`src/rgb565_hsl_color_classifier_top_defines.svh`:
```
// assertion helpers used by the classifier top
`ifndef RGB565_HSL_COLOR_CLASSIFIER_TOP_DEFINES_SVH
`define RGB565_HSL_COLOR_CLASSIFIER_TOP_DEFINES_SVH

// checked while out of reset
`define RGBHSL_ASSERT(lbl, clk, rst, prop) \
   lbl: assert property (@(posedge clk) disable iff (rst) (prop)) \
      else $error("rgbhsl assertion failed");

// checked on every rising clock edge, reset included
`define RGBHSL_ASSERT_ALWAYS(lbl, clk, prop) \
   lbl: assert property (@(posedge clk) (prop)) \
      else $error("rgbhsl assertion failed");

`endif

```
`src/rgbhsl_pkg.sv`:
```
package rgbhsl_pkg;

   localparam int QBITS = 8;

   localparam logic [5:0]  HUE_SPAN     = 6'd40;
   localparam logic [7:0]  HUE_GREEN    = 8'd80;
   localparam logic [7:0]  HUE_BLUE     = 8'd160;
   localparam logic [7:0]  HUE_WRAP     = 8'd240;
   localparam logic [7:0]  SCALE_MAX    = 8'd240;
   localparam logic [7:0]  SAT_SCALE    = 8'd240;
   localparam logic [8:0]  SAT_REFLECT  = 9'd511;
   localparam logic [8:0]  LUM_ZERO_SUM = 9'd2;
   localparam logic [8:0]  LUM_HIGH_SUM = 9'd258;
   localparam logic [11:0] LUM_RECIP    = 12'd3856;

   typedef enum logic [2:0] {
      REG_HUE_MIN        = 3'd0,
      REG_HUE_MAX        = 3'd1,
      REG_SAT_MIN        = 3'd2,
      REG_SAT_MAX        = 3'd3,
      REG_LUM_MIN        = 3'd4,
      REG_LUM_MAX        = 3'd5,
      REG_GRAY_THRESHOLD = 3'd6
   } reg_index_type;

   typedef struct packed {
      logic [13:0] hue_rem;
      logic [7:0]  hue_div;
      logic [7:0]  hue_q;
      logic [15:0] sat_rem;
      logic [8:0]  sat_div;
      logic [7:0]  sat_q;
      logic [7:0]  lum;
      logic        hue_neg;
      logic [7:0]  hue_base;
      logic        gray;
   } work_type;

   typedef struct packed {
      logic [7:0] hue_min;
      logic [7:0] hue_max;
      logic [7:0] sat_min;
      logic [7:0] sat_max;
      logic [7:0] lum_min;
      logic [7:0] lum_max;
      logic [7:0] gray_threshold;
   } cfg_type;

endpackage

```
`src/rgb565_hsl_color_classifier_top.sv`:
```
// RGB565 to HSL (0..240 scale) pixel classifier. Each req_ transaction carries one pixel;
// each rsp_ transaction returns hue, saturation, luminance, an in-bounds match flag and a
// brightness flag, in order. A new pixel can be taken every cycle unless a stall on rsp_ready
// holds the cells. Each pixel is registered in turn by the cells of the pipe, in this order:
// one front cell (channel expand, max/min, luminance, divider setup), a row of 8 divider
// cells that each settle one quotient bit of the hue and the saturation division, and one
// output cell (offset, clamp, bound compares). Every cell
// holds its transaction until the next cell can take it, so stalls on rsp_ready back up
// cell by cell. Bound registers are written through the csr_ port and should only be
// changed while no pixel is in flight; index 7 is ignored.
module rgb565_hsl_color_classifier_top (
   input  logic        clock,
   input  logic        reset,
   input  logic        req_valid,
   output logic        req_ready,
   input  logic [15:0] req_pixel,
   output logic        rsp_valid,
   input  logic        rsp_ready,
   output logic [7:0]  rsp_hue,
   output logic [7:0]  rsp_saturation,
   output logic [7:0]  rsp_luminance,
   output logic        rsp_is_match,
   output logic        rsp_is_bright,
   input  logic        csr_valid,
   output logic        csr_ready,
   input  logic [2:0]  csr_index,
   input  logic [7:0]  csr_wdata
);

`include "rgb565_hsl_color_classifier_top_defines.svh"

   localparam int NCELL = rgbhsl_pkg::QBITS;

   rgbhsl_pkg::cfg_type  cfg_ff, cfg_in;
   rgbhsl_pkg::work_type chain_data [NCELL+1];
   logic                 chain_valid [NCELL+1];
   logic                 chain_ready [NCELL+1];

   // config writes always accepted
   assign csr_ready = 1'b1;

   always_comb begin
      cfg_in = cfg_ff;
      if (csr_valid) begin
         unique case (rgbhsl_pkg::reg_index_type'(csr_index))
            rgbhsl_pkg::REG_HUE_MIN:        cfg_in.hue_min        = csr_wdata;
            rgbhsl_pkg::REG_HUE_MAX:        cfg_in.hue_max        = csr_wdata;
            rgbhsl_pkg::REG_SAT_MIN:        cfg_in.sat_min        = csr_wdata;
            rgbhsl_pkg::REG_SAT_MAX:        cfg_in.sat_max        = csr_wdata;
            rgbhsl_pkg::REG_LUM_MIN:        cfg_in.lum_min        = csr_wdata;
            rgbhsl_pkg::REG_LUM_MAX:        cfg_in.lum_max        = csr_wdata;
            rgbhsl_pkg::REG_GRAY_THRESHOLD: cfg_in.gray_threshold = csr_wdata;
            default:                        cfg_in = cfg_ff;
         endcase
      end
   end

   always_ff @(posedge clock) begin
      if (reset) begin
         cfg_ff.hue_min        <= 8'd0;
         cfg_ff.hue_max        <= 8'd255;
         cfg_ff.sat_min        <= 8'd0;
         cfg_ff.sat_max        <= 8'd255;
         cfg_ff.lum_min        <= 8'd0;
         cfg_ff.lum_max        <= 8'd255;
         cfg_ff.gray_threshold <= 8'd120;
      end else begin
         cfg_ff <= cfg_in;
      end
   end

   // front cell
   rgbhsl_front u_front (
      .clock     (clock),
      .reset     (reset),
      .in_valid  (req_valid),
      .in_ready  (req_ready),
      .pixel     (req_pixel),
      .out_valid (chain_valid[0]),
      .out_ready (chain_ready[0]),
      .out_data  (chain_data[0])
   );

   // divider row, msb quotient bit first
   for (genvar i = 0; i < NCELL; i++) begin : g_cell
      rgbhsl_div_cell #(
         .SHIFT (NCELL - 1 - i)
      ) u_cell (
         .clock     (clock),
         .reset     (reset),
         .in_valid  (chain_valid[i]),
         .in_ready  (chain_ready[i]),
         .in_data   (chain_data[i]),
         .out_valid (chain_valid[i+1]),
         .out_ready (chain_ready[i+1]),
         .out_data  (chain_data[i+1])
      );
   end

   // output cell doubles as the result register
   rgbhsl_back u_back (
      .clock      (clock),
      .reset      (reset),
      .in_valid   (chain_valid[NCELL]),
      .in_ready   (chain_ready[NCELL]),
      .in_data    (chain_data[NCELL]),
      .cfg        (cfg_ff),
      .out_valid  (rsp_valid),
      .out_ready  (rsp_ready),
      .hue        (rsp_hue),
      .saturation (rsp_saturation),
      .luminance  (rsp_luminance),
      .is_match   (rsp_is_match),
      .is_bright  (rsp_is_bright)
   );

   `RGBHSL_ASSERT(a_rsp_range, clock, reset, rsp_valid |-> (rsp_hue <= 8'd240 && rsp_saturation <= 8'd240 && rsp_luminance <= 8'd240))
   `RGBHSL_ASSERT(a_bright_flag, clock, reset, rsp_valid |-> (rsp_is_bright == (rsp_luminance > cfg_ff.gray_threshold)))
   `RGBHSL_ASSERT(a_reset_empty, clock, reset, $past(reset) |-> !rsp_valid)

endmodule

```
`src/rgbhsl_front.sv`:
```
module rgbhsl_front (
   input  logic                clock,
   input  logic                reset,
   input  logic                in_valid,
   output logic                in_ready,
   input  logic [15:0]         pixel,
   output logic                out_valid,
   input  logic                out_ready,
   output rgbhsl_pkg::work_type out_data
);

   logic                 valid_ff, valid_in;
   rgbhsl_pkg::work_type data_ff, data_in;
   logic [7:0]  r, g, b, mx, mn, d, mag;
   logic [8:0]  sum;
   logic [23:0] lum_prod;

   assign in_ready  = !valid_ff || out_ready;
   assign out_valid = valid_ff;
   assign out_data  = data_ff;
   assign valid_in  = in_ready ? in_valid : valid_ff;

   always_comb begin
      r = {pixel[15:11], 3'b000};
      g = {pixel[10:5], 2'b00};
      b = {pixel[4:0], 3'b000};
      mx = r;
      if (g > mx) mx = g;
      if (b > mx) mx = b;
      mn = r;
      if (g < mn) mn = g;
      if (b < mn) mn = b;
      d   = mx - mn;
      sum = 9'(mx) + 9'(mn);
      // sum*240/255/2 == sum*8/17, done with a reciprocal
      lum_prod = 24'({sum, 3'b000}) * 24'(rgbhsl_pkg::LUM_RECIP);

      data_in = data_ff;
      priority if (mx == r) begin
         data_in.hue_neg  = g < b;
         mag              = (g < b) ? b - g : g - b;
         data_in.hue_base = (g < b) ? rgbhsl_pkg::HUE_WRAP : 8'd0;
      end else if (mx == g) begin
         data_in.hue_neg  = b < r;
         mag              = (b < r) ? r - b : b - r;
         data_in.hue_base = rgbhsl_pkg::HUE_GREEN;
      end else begin
         data_in.hue_neg  = r < g;
         mag              = (r < g) ? g - r : r - g;
         data_in.hue_base = rgbhsl_pkg::HUE_BLUE;
      end
      data_in.hue_rem = 14'(mag) * 14'(rgbhsl_pkg::HUE_SPAN);
      data_in.hue_div = d;
      data_in.hue_q   = '0;
      data_in.sat_rem = 16'(d) * 16'(rgbhsl_pkg::SAT_SCALE);
      // zero luminance or the bright half divides by the reflected sum
      data_in.sat_div = (sum <= rgbhsl_pkg::LUM_ZERO_SUM || sum >= rgbhsl_pkg::LUM_HIGH_SUM)
                        ? rgbhsl_pkg::SAT_REFLECT - sum : sum;
      data_in.sat_q   = '0;
      data_in.lum     = lum_prod[23:16];
      data_in.gray    = (d == 8'd0);
   end

   always_ff @(posedge clock) begin
      if (reset) begin
         valid_ff <= 1'b0;
      end else begin
         valid_ff <= valid_in;
      end
      if (in_ready) begin
         data_ff <= data_in;
      end
   end

endmodule

```
`src/rgbhsl_div_cell.sv`:
```
module rgbhsl_div_cell #(
   parameter int SHIFT = 7
) (
   input  logic                clock,
   input  logic                reset,
   input  logic                in_valid,
   output logic                in_ready,
   input  rgbhsl_pkg::work_type in_data,
   output logic                out_valid,
   input  logic                out_ready,
   output rgbhsl_pkg::work_type out_data
);

   logic                 valid_ff, valid_in;
   rgbhsl_pkg::work_type data_ff, data_in;
   logic [23:0] hue_shift, sat_shift;
   logic        hue_ge, sat_ge;

   assign in_ready  = !valid_ff || out_ready;
   assign out_valid = valid_ff;
   assign out_data  = data_ff;
   assign valid_in  = in_ready ? in_valid : valid_ff;

   // one restoring quotient bit for each divider
   always_comb begin
      hue_shift = 24'(in_data.hue_div) << SHIFT;
      sat_shift = 24'(in_data.sat_div) << SHIFT;
      hue_ge    = 24'(in_data.hue_rem) >= hue_shift;
      sat_ge    = 24'(in_data.sat_rem) >= sat_shift;
      data_in   = in_data;
      data_in.hue_rem = hue_ge ? 14'(24'(in_data.hue_rem) - hue_shift) : in_data.hue_rem;
      data_in.sat_rem = sat_ge ? 16'(24'(in_data.sat_rem) - sat_shift) : in_data.sat_rem;
      data_in.hue_q   = {in_data.hue_q[6:0], hue_ge};
      data_in.sat_q   = {in_data.sat_q[6:0], sat_ge};
   end

   always_ff @(posedge clock) begin
      if (reset) begin
         valid_ff <= 1'b0;
      end else begin
         valid_ff <= valid_in;
      end
      if (in_ready) begin
         data_ff <= data_in;
      end
   end

endmodule

```
`src/rgbhsl_back.sv`:
```
module rgbhsl_back (
   input  logic                clock,
   input  logic                reset,
   input  logic                in_valid,
   output logic                in_ready,
   input  rgbhsl_pkg::work_type in_data,
   input  rgbhsl_pkg::cfg_type  cfg,
   output logic                out_valid,
   input  logic                out_ready,
   output logic [7:0]          hue,
   output logic [7:0]          saturation,
   output logic [7:0]          luminance,
   output logic                is_match,
   output logic                is_bright
);

   logic       valid_ff, valid_in;
   logic [7:0] hue_ff, hue_in, sat_ff, sat_in, lum_ff, lum_in;
   logic       match_ff, match_in, bright_ff, bright_in;
   logic [8:0] hue_raw;

   assign in_ready   = !valid_ff || out_ready;
   assign out_valid  = valid_ff;
   assign hue        = hue_ff;
   assign saturation = sat_ff;
   assign luminance  = lum_ff;
   assign is_match   = match_ff;
   assign is_bright  = bright_ff;
   assign valid_in   = in_ready ? in_valid : valid_ff;

   always_comb begin
      hue_raw = in_data.hue_neg ? 9'(in_data.hue_base) - 9'(in_data.hue_q)
                                : 9'(in_data.hue_base) + 9'(in_data.hue_q);
      if (in_data.gray) begin
         hue_in = 8'd0;
         sat_in = 8'd0;
      end else begin
         hue_in = (hue_raw > 9'(rgbhsl_pkg::SCALE_MAX)) ? rgbhsl_pkg::SCALE_MAX : hue_raw[7:0];
         sat_in = (in_data.sat_q > rgbhsl_pkg::SCALE_MAX) ? rgbhsl_pkg::SCALE_MAX
                                                           : in_data.sat_q;
      end
      lum_in = (in_data.lum > rgbhsl_pkg::SCALE_MAX) ? rgbhsl_pkg::SCALE_MAX : in_data.lum;
      match_in = (hue_in > cfg.hue_min) && (hue_in < cfg.hue_max) &&
                 (sat_in > cfg.sat_min) && (sat_in < cfg.sat_max) &&
                 (lum_in > cfg.lum_min) && (lum_in < cfg.lum_max);
      bright_in = lum_in > cfg.gray_threshold;
   end

   always_ff @(posedge clock) begin
      if (reset) begin
         valid_ff <= 1'b0;
      end else begin
         valid_ff <= valid_in;
      end
      if (in_ready) begin
         hue_ff    <= hue_in;
         sat_ff    <= sat_in;
         lum_ff    <= lum_in;
         match_ff  <= match_in;
         bright_ff <= bright_in;
      end
   end

endmodule

```
`config.mk`:
```
export PLATFORM = sky130hd
export DESIGN_NAME = rgb565_hsl_color_classifier_top
export DESIGN_NICKNAME = d
export VERILOG_FILES = /design/src/rgbhsl_pkg.sv /design/src/rgb565_hsl_color_classifier_top.sv /design/src/rgbhsl_front.sv /design/src/rgbhsl_div_cell.sv /design/src/rgbhsl_back.sv
export VERILOG_INCLUDE_DIRS = /design/src /design/src/src
export SDC_FILE = /design/constraint.sdc
export NUM_CORES = 1
export LEC_CHECK = 0
export BUFFER_PORTS_ARGS = -buffer_cell sky130_fd_sc_hd__buf_2
export CORE_MARGIN = 1.5
export CORE_UTILIZATION = 64
export CTS_CLUSTER_DIAMETER = 80
export CTS_CLUSTER_SIZE = 20
export DETAILED_ROUTE_END_ITERATION = 16
export PLACE_DENSITY = 0.87
export REMOVE_ABC_BUFFERS = 1
export SYNTH_ARGS = -nofsm -noshare
export SYNTH_HDL_FRONTEND = slang
export SYNTH_SLANG_ARGS = --single-unit
export TNS_END_PERCENT = 5
```
`constraint.sdc`:
```
create_clock -name clock -period 8.7 [get_ports clock]
set_input_delay 0.435 -clock clock [delete_from_list [all_inputs] [get_ports clock]]
set_output_delay 0.435 -clock clock [all_outputs]
set_load 0.005 [all_outputs]
```
==> impl_metrics.tcl <==
set metrics [dict create \
    status "completed" \
    tritoncts_num_sinks 551 \
    worst_pin_slew_ns 1.25 \
    synth_top_cell_by_area "sky130_fd_sc_hd__edfxtp_1" \
    die-area_sq_um 48200 \
    detail_route.wl_per_cell_microns 18.0 \
    startpoint_type "primary input" \
    finalCoreUtilization 0.687 \
    critical_path_arrival_ns 8.23 \
    io-pin-count 61 \
    grt_start_max_net_pins 67 \
    dp.cells 3209 \
    worst_hold_slack_ns 0.194 \
    setup.worst_path.end_class "register" \
    std_cell_rows 79 \
    slowest_stage "sky130_fd_sc_hd__fa_1" \
    cts_buffer_depth 3 \
    setup_tns_ns 0 \
    wire_length_of_the_first_global_routing_pass_microns 95000 \
    drt_drc_violations_left 0 \
    crit_buf_inv 6 \
    top_signal_layer_used "met4" \
    cts-buffers-inserted 34 \
    cts_post_setup_buffers_inserted 0 \
    synth-warning-count 0 \
    postSynthAreaPerCell_sq_um 11.6 \
    timing.final.crit_period_ns 7.92 \
    min_path_type "in2reg" \
    track_usage 0.247 \
    start_util 0.646 \
    final_min_period_over_clock_period 0.910 \
    cts_hold_buffers 0 \
    final-setup-viol-count 0 \
    vias 19311 \
    numPortBuffers 59 \
    unrepaired_setup_endpoints_after_global_routing "no" \
    clock-root-buffer "sky130_fd_sc_hd__clkbuf_16" \
    post_route_cells_drive_above_1_share 0.0760 \
    final_cells 3265 \
    synth_enable_flop_cells 485 \
    cp_common_cell "sky130_fd_sc_hd__ha_1" \
    cts_max_level 2 \
    crit_fanout 11 \
    mappedNetlistArea_sq_um 30000 \
    met2_length_microns 30900 \
    drt.antenna.violating_nets 0 \
    core_area_sq_um 46500 \
    die-height_microns 220 \
    fmax_ghz 0.126 \
    grt_pass1_vias 19521 \
    synth_cell_types 92 \
    criticalPathCategory "in2reg" \
    synth.top_cell.area_share 0.485 \
    detailedRoute.firstPassIterationCount 7 \
    gp_routability_congestion 0.960 \
    synth_async_sr_flop_share 0 \
    drt-met1-wl_microns 23200 \
    overflow_left_after_global_routing 0 \
    post_cts.resized_instances 0 \
    netlist_instances 2578 \
    num_antenna_cells 0 \
    tritoncts "yes" \
    final-hold-violation-count 0 \
    critPathTopFamily "adder cells" \
    detailed_place_hpwl_microns 43600 \
    detail_route.wirelength_microns 58600 \
    clk_transition_reported_paths_ns 0.08 \
    slew_headroom 0.166 \
    maxSlewViolCount 0 \
    dieWidth_microns 220 \
    clkLatencyLatePin_ns 0.56 \
    drt-initial-drc-count 1487 \
    yosys.cell_count.top_type "sky130_fd_sc_hd__edfxtp_1" \
    antenna_violations_before_repair 0 \
    max_cap_violations 0 \
    fin_nets 2982 \
    synth_top_flop_cell "sky130_fd_sc_hd__edfxtp_1" \
    post_synth_most_frequent_cells "485 x sky130_fd_sc_hd__edfxtp_1, 314 x sky130_fd_sc_hd__inv_1, 278 x sky130_fd_sc_hd__ha_1" \
    flow.area_growth_from_synthesis_pct 6.33 \
    synthTopCellsByArea "sky130_fd_sc_hd__edfxtp_1 49%, sky130_fd_sc_hd__ha_1 12%, sky130_fd_sc_hd__dfxtp_1 4.4%, sky130_fd_sc_hd__inv_1 3.9%, sky130_fd_sc_hd__nand2_1 2.6%" \
    yosys_register_bits 551 \
    worst_clock_skew_ns 0.0287 \
    synth_sequential_area_ratio 0.529 \
    wl_met3_microns 2590 \
    fillCellCount 3100 \
    worst_stage_delay_on_the_critical_path_ns 0.55 \
    avgViaCountPerCell 5.91 \
    worst-endpoint-required_ns 9.01 \
]
final timing paths:
kind / to / slack, ns / start / depth (start not counted)
max: u_front.out_data[17]$_DFFE_PP_ / 0.78 / req_pixel[8] / 33
min: u_front.out_valid$_SDFFE_PP0P_ / 0.19 / req_valid / 3
max reg2reg: u_back.is_match$_DFFE_PP_ / 3.84 / g_cell[7].u_cell.out_data[51]$_DFFE_PP_ / 19
min reg2reg: g_cell[4].u_cell.out_data[6]$_DFFE_PP_ / 0.41 / g_cell[3].u_cell.out_data[6]$_DFFE_PP_ / 0
worst min-delay path: stages:
cell and delay, ns:
sky130_fd_sc_hd__buf_2 0.13, sky130_fd_sc_hd__inv_1 0.07, sky130_fd_sc_hd__a21oi_1 0.06
cells in the final DEF, fill, tap and decap left out, drive strengths merged, types with 6 or more instances in the layout:
cell,n
clkbuf,53
a211o,9
nand3,30
or2,6
o21ai,122
xnor2,82
a21oi,146
fa,34
o21bai,20
mux2i,37
nand2,205
xor2,62
mux2,52
or3,10
and3,9
ha,278
a2111oi,8
a22oi,6
nand4,28
o211ai,9
buf,70
o21a,25
nor3,37
a31oi,6
a211oi,20
nand3b,24
inv,317
a21o,37
edfxtp,485
nor4,22
nor2,154
dfxtp,66
a21boi,18
nor2b,36
and2,16
nand2b,30
o31ai,14
cell families (layout without fill, tap and decap cells):
| kind of cell | after synthesis | count (layout) | synth area share |
|---|---|---|---|
| DFF | 551 | 551 | 0.529 |
| other | 1 | 1 | 0.000125 |
| adders and majority gates | 314 | 314 | 0.139 |
| muxes | 89 | 89 | 0.0336 |
| buffers and inverters | 361 | 441 | 0.0473 |
| xor gates and xnor gates | 144 | 144 | 0.0425 |
| AOI/OAI and AO/OA | 489 | 489 | 0.106 |
| and+or+nand+nor | 629 | 629 | 0.102 |
stage by stage:
step / worst slack, ns / instance area [sq um]
3_5_place_dp: 0.388 / 30900
6_report: 0.784 / 31900
3_3_place_gp: 0.660 / 30900
4_1_cts: 0.941 / 31900
5_1_grt: 0.282 / 31900
2_1_floorplan: 0.925 / 29800
state kept, by name, summed over array words and instances, names as in the netlist:
name and cells:
u_front.out_valid 1, u_back.saturation 8, u_front.out_data 44, u_back.luminance 8, u_back.is_bright 1, g_cell.u_cell.out_valid 8
g_cell.u_cell.out_data 415, u_back.hue 8, u_back.out_valid 1, cfg_ff 56, u_back.is_match 1
layout make-up:
type                            count  area (sq um)  area share
Sequential cell                   551         15900       0.498
Multi-Input combinational cell   1666         12700       0.399
Inverter                          315          1180      0.0370
Clock buffer                       53           943      0.0296
Tap cell                          607           759      0.0238
Timing Repair Buffer               70           378      0.0118
Clock inverter                      3          40.0     0.00125
layer usage:
layer,GRT usage,vias up
li1,-,9303
met1,0.289,9284
met2,0.464,558
met3,0.0279,166
met4,0.0880,0
met5,0,-
Power is not shown: default switching activity piles up to over one toggle a cycle in this logic, so the estimate is an artifact.
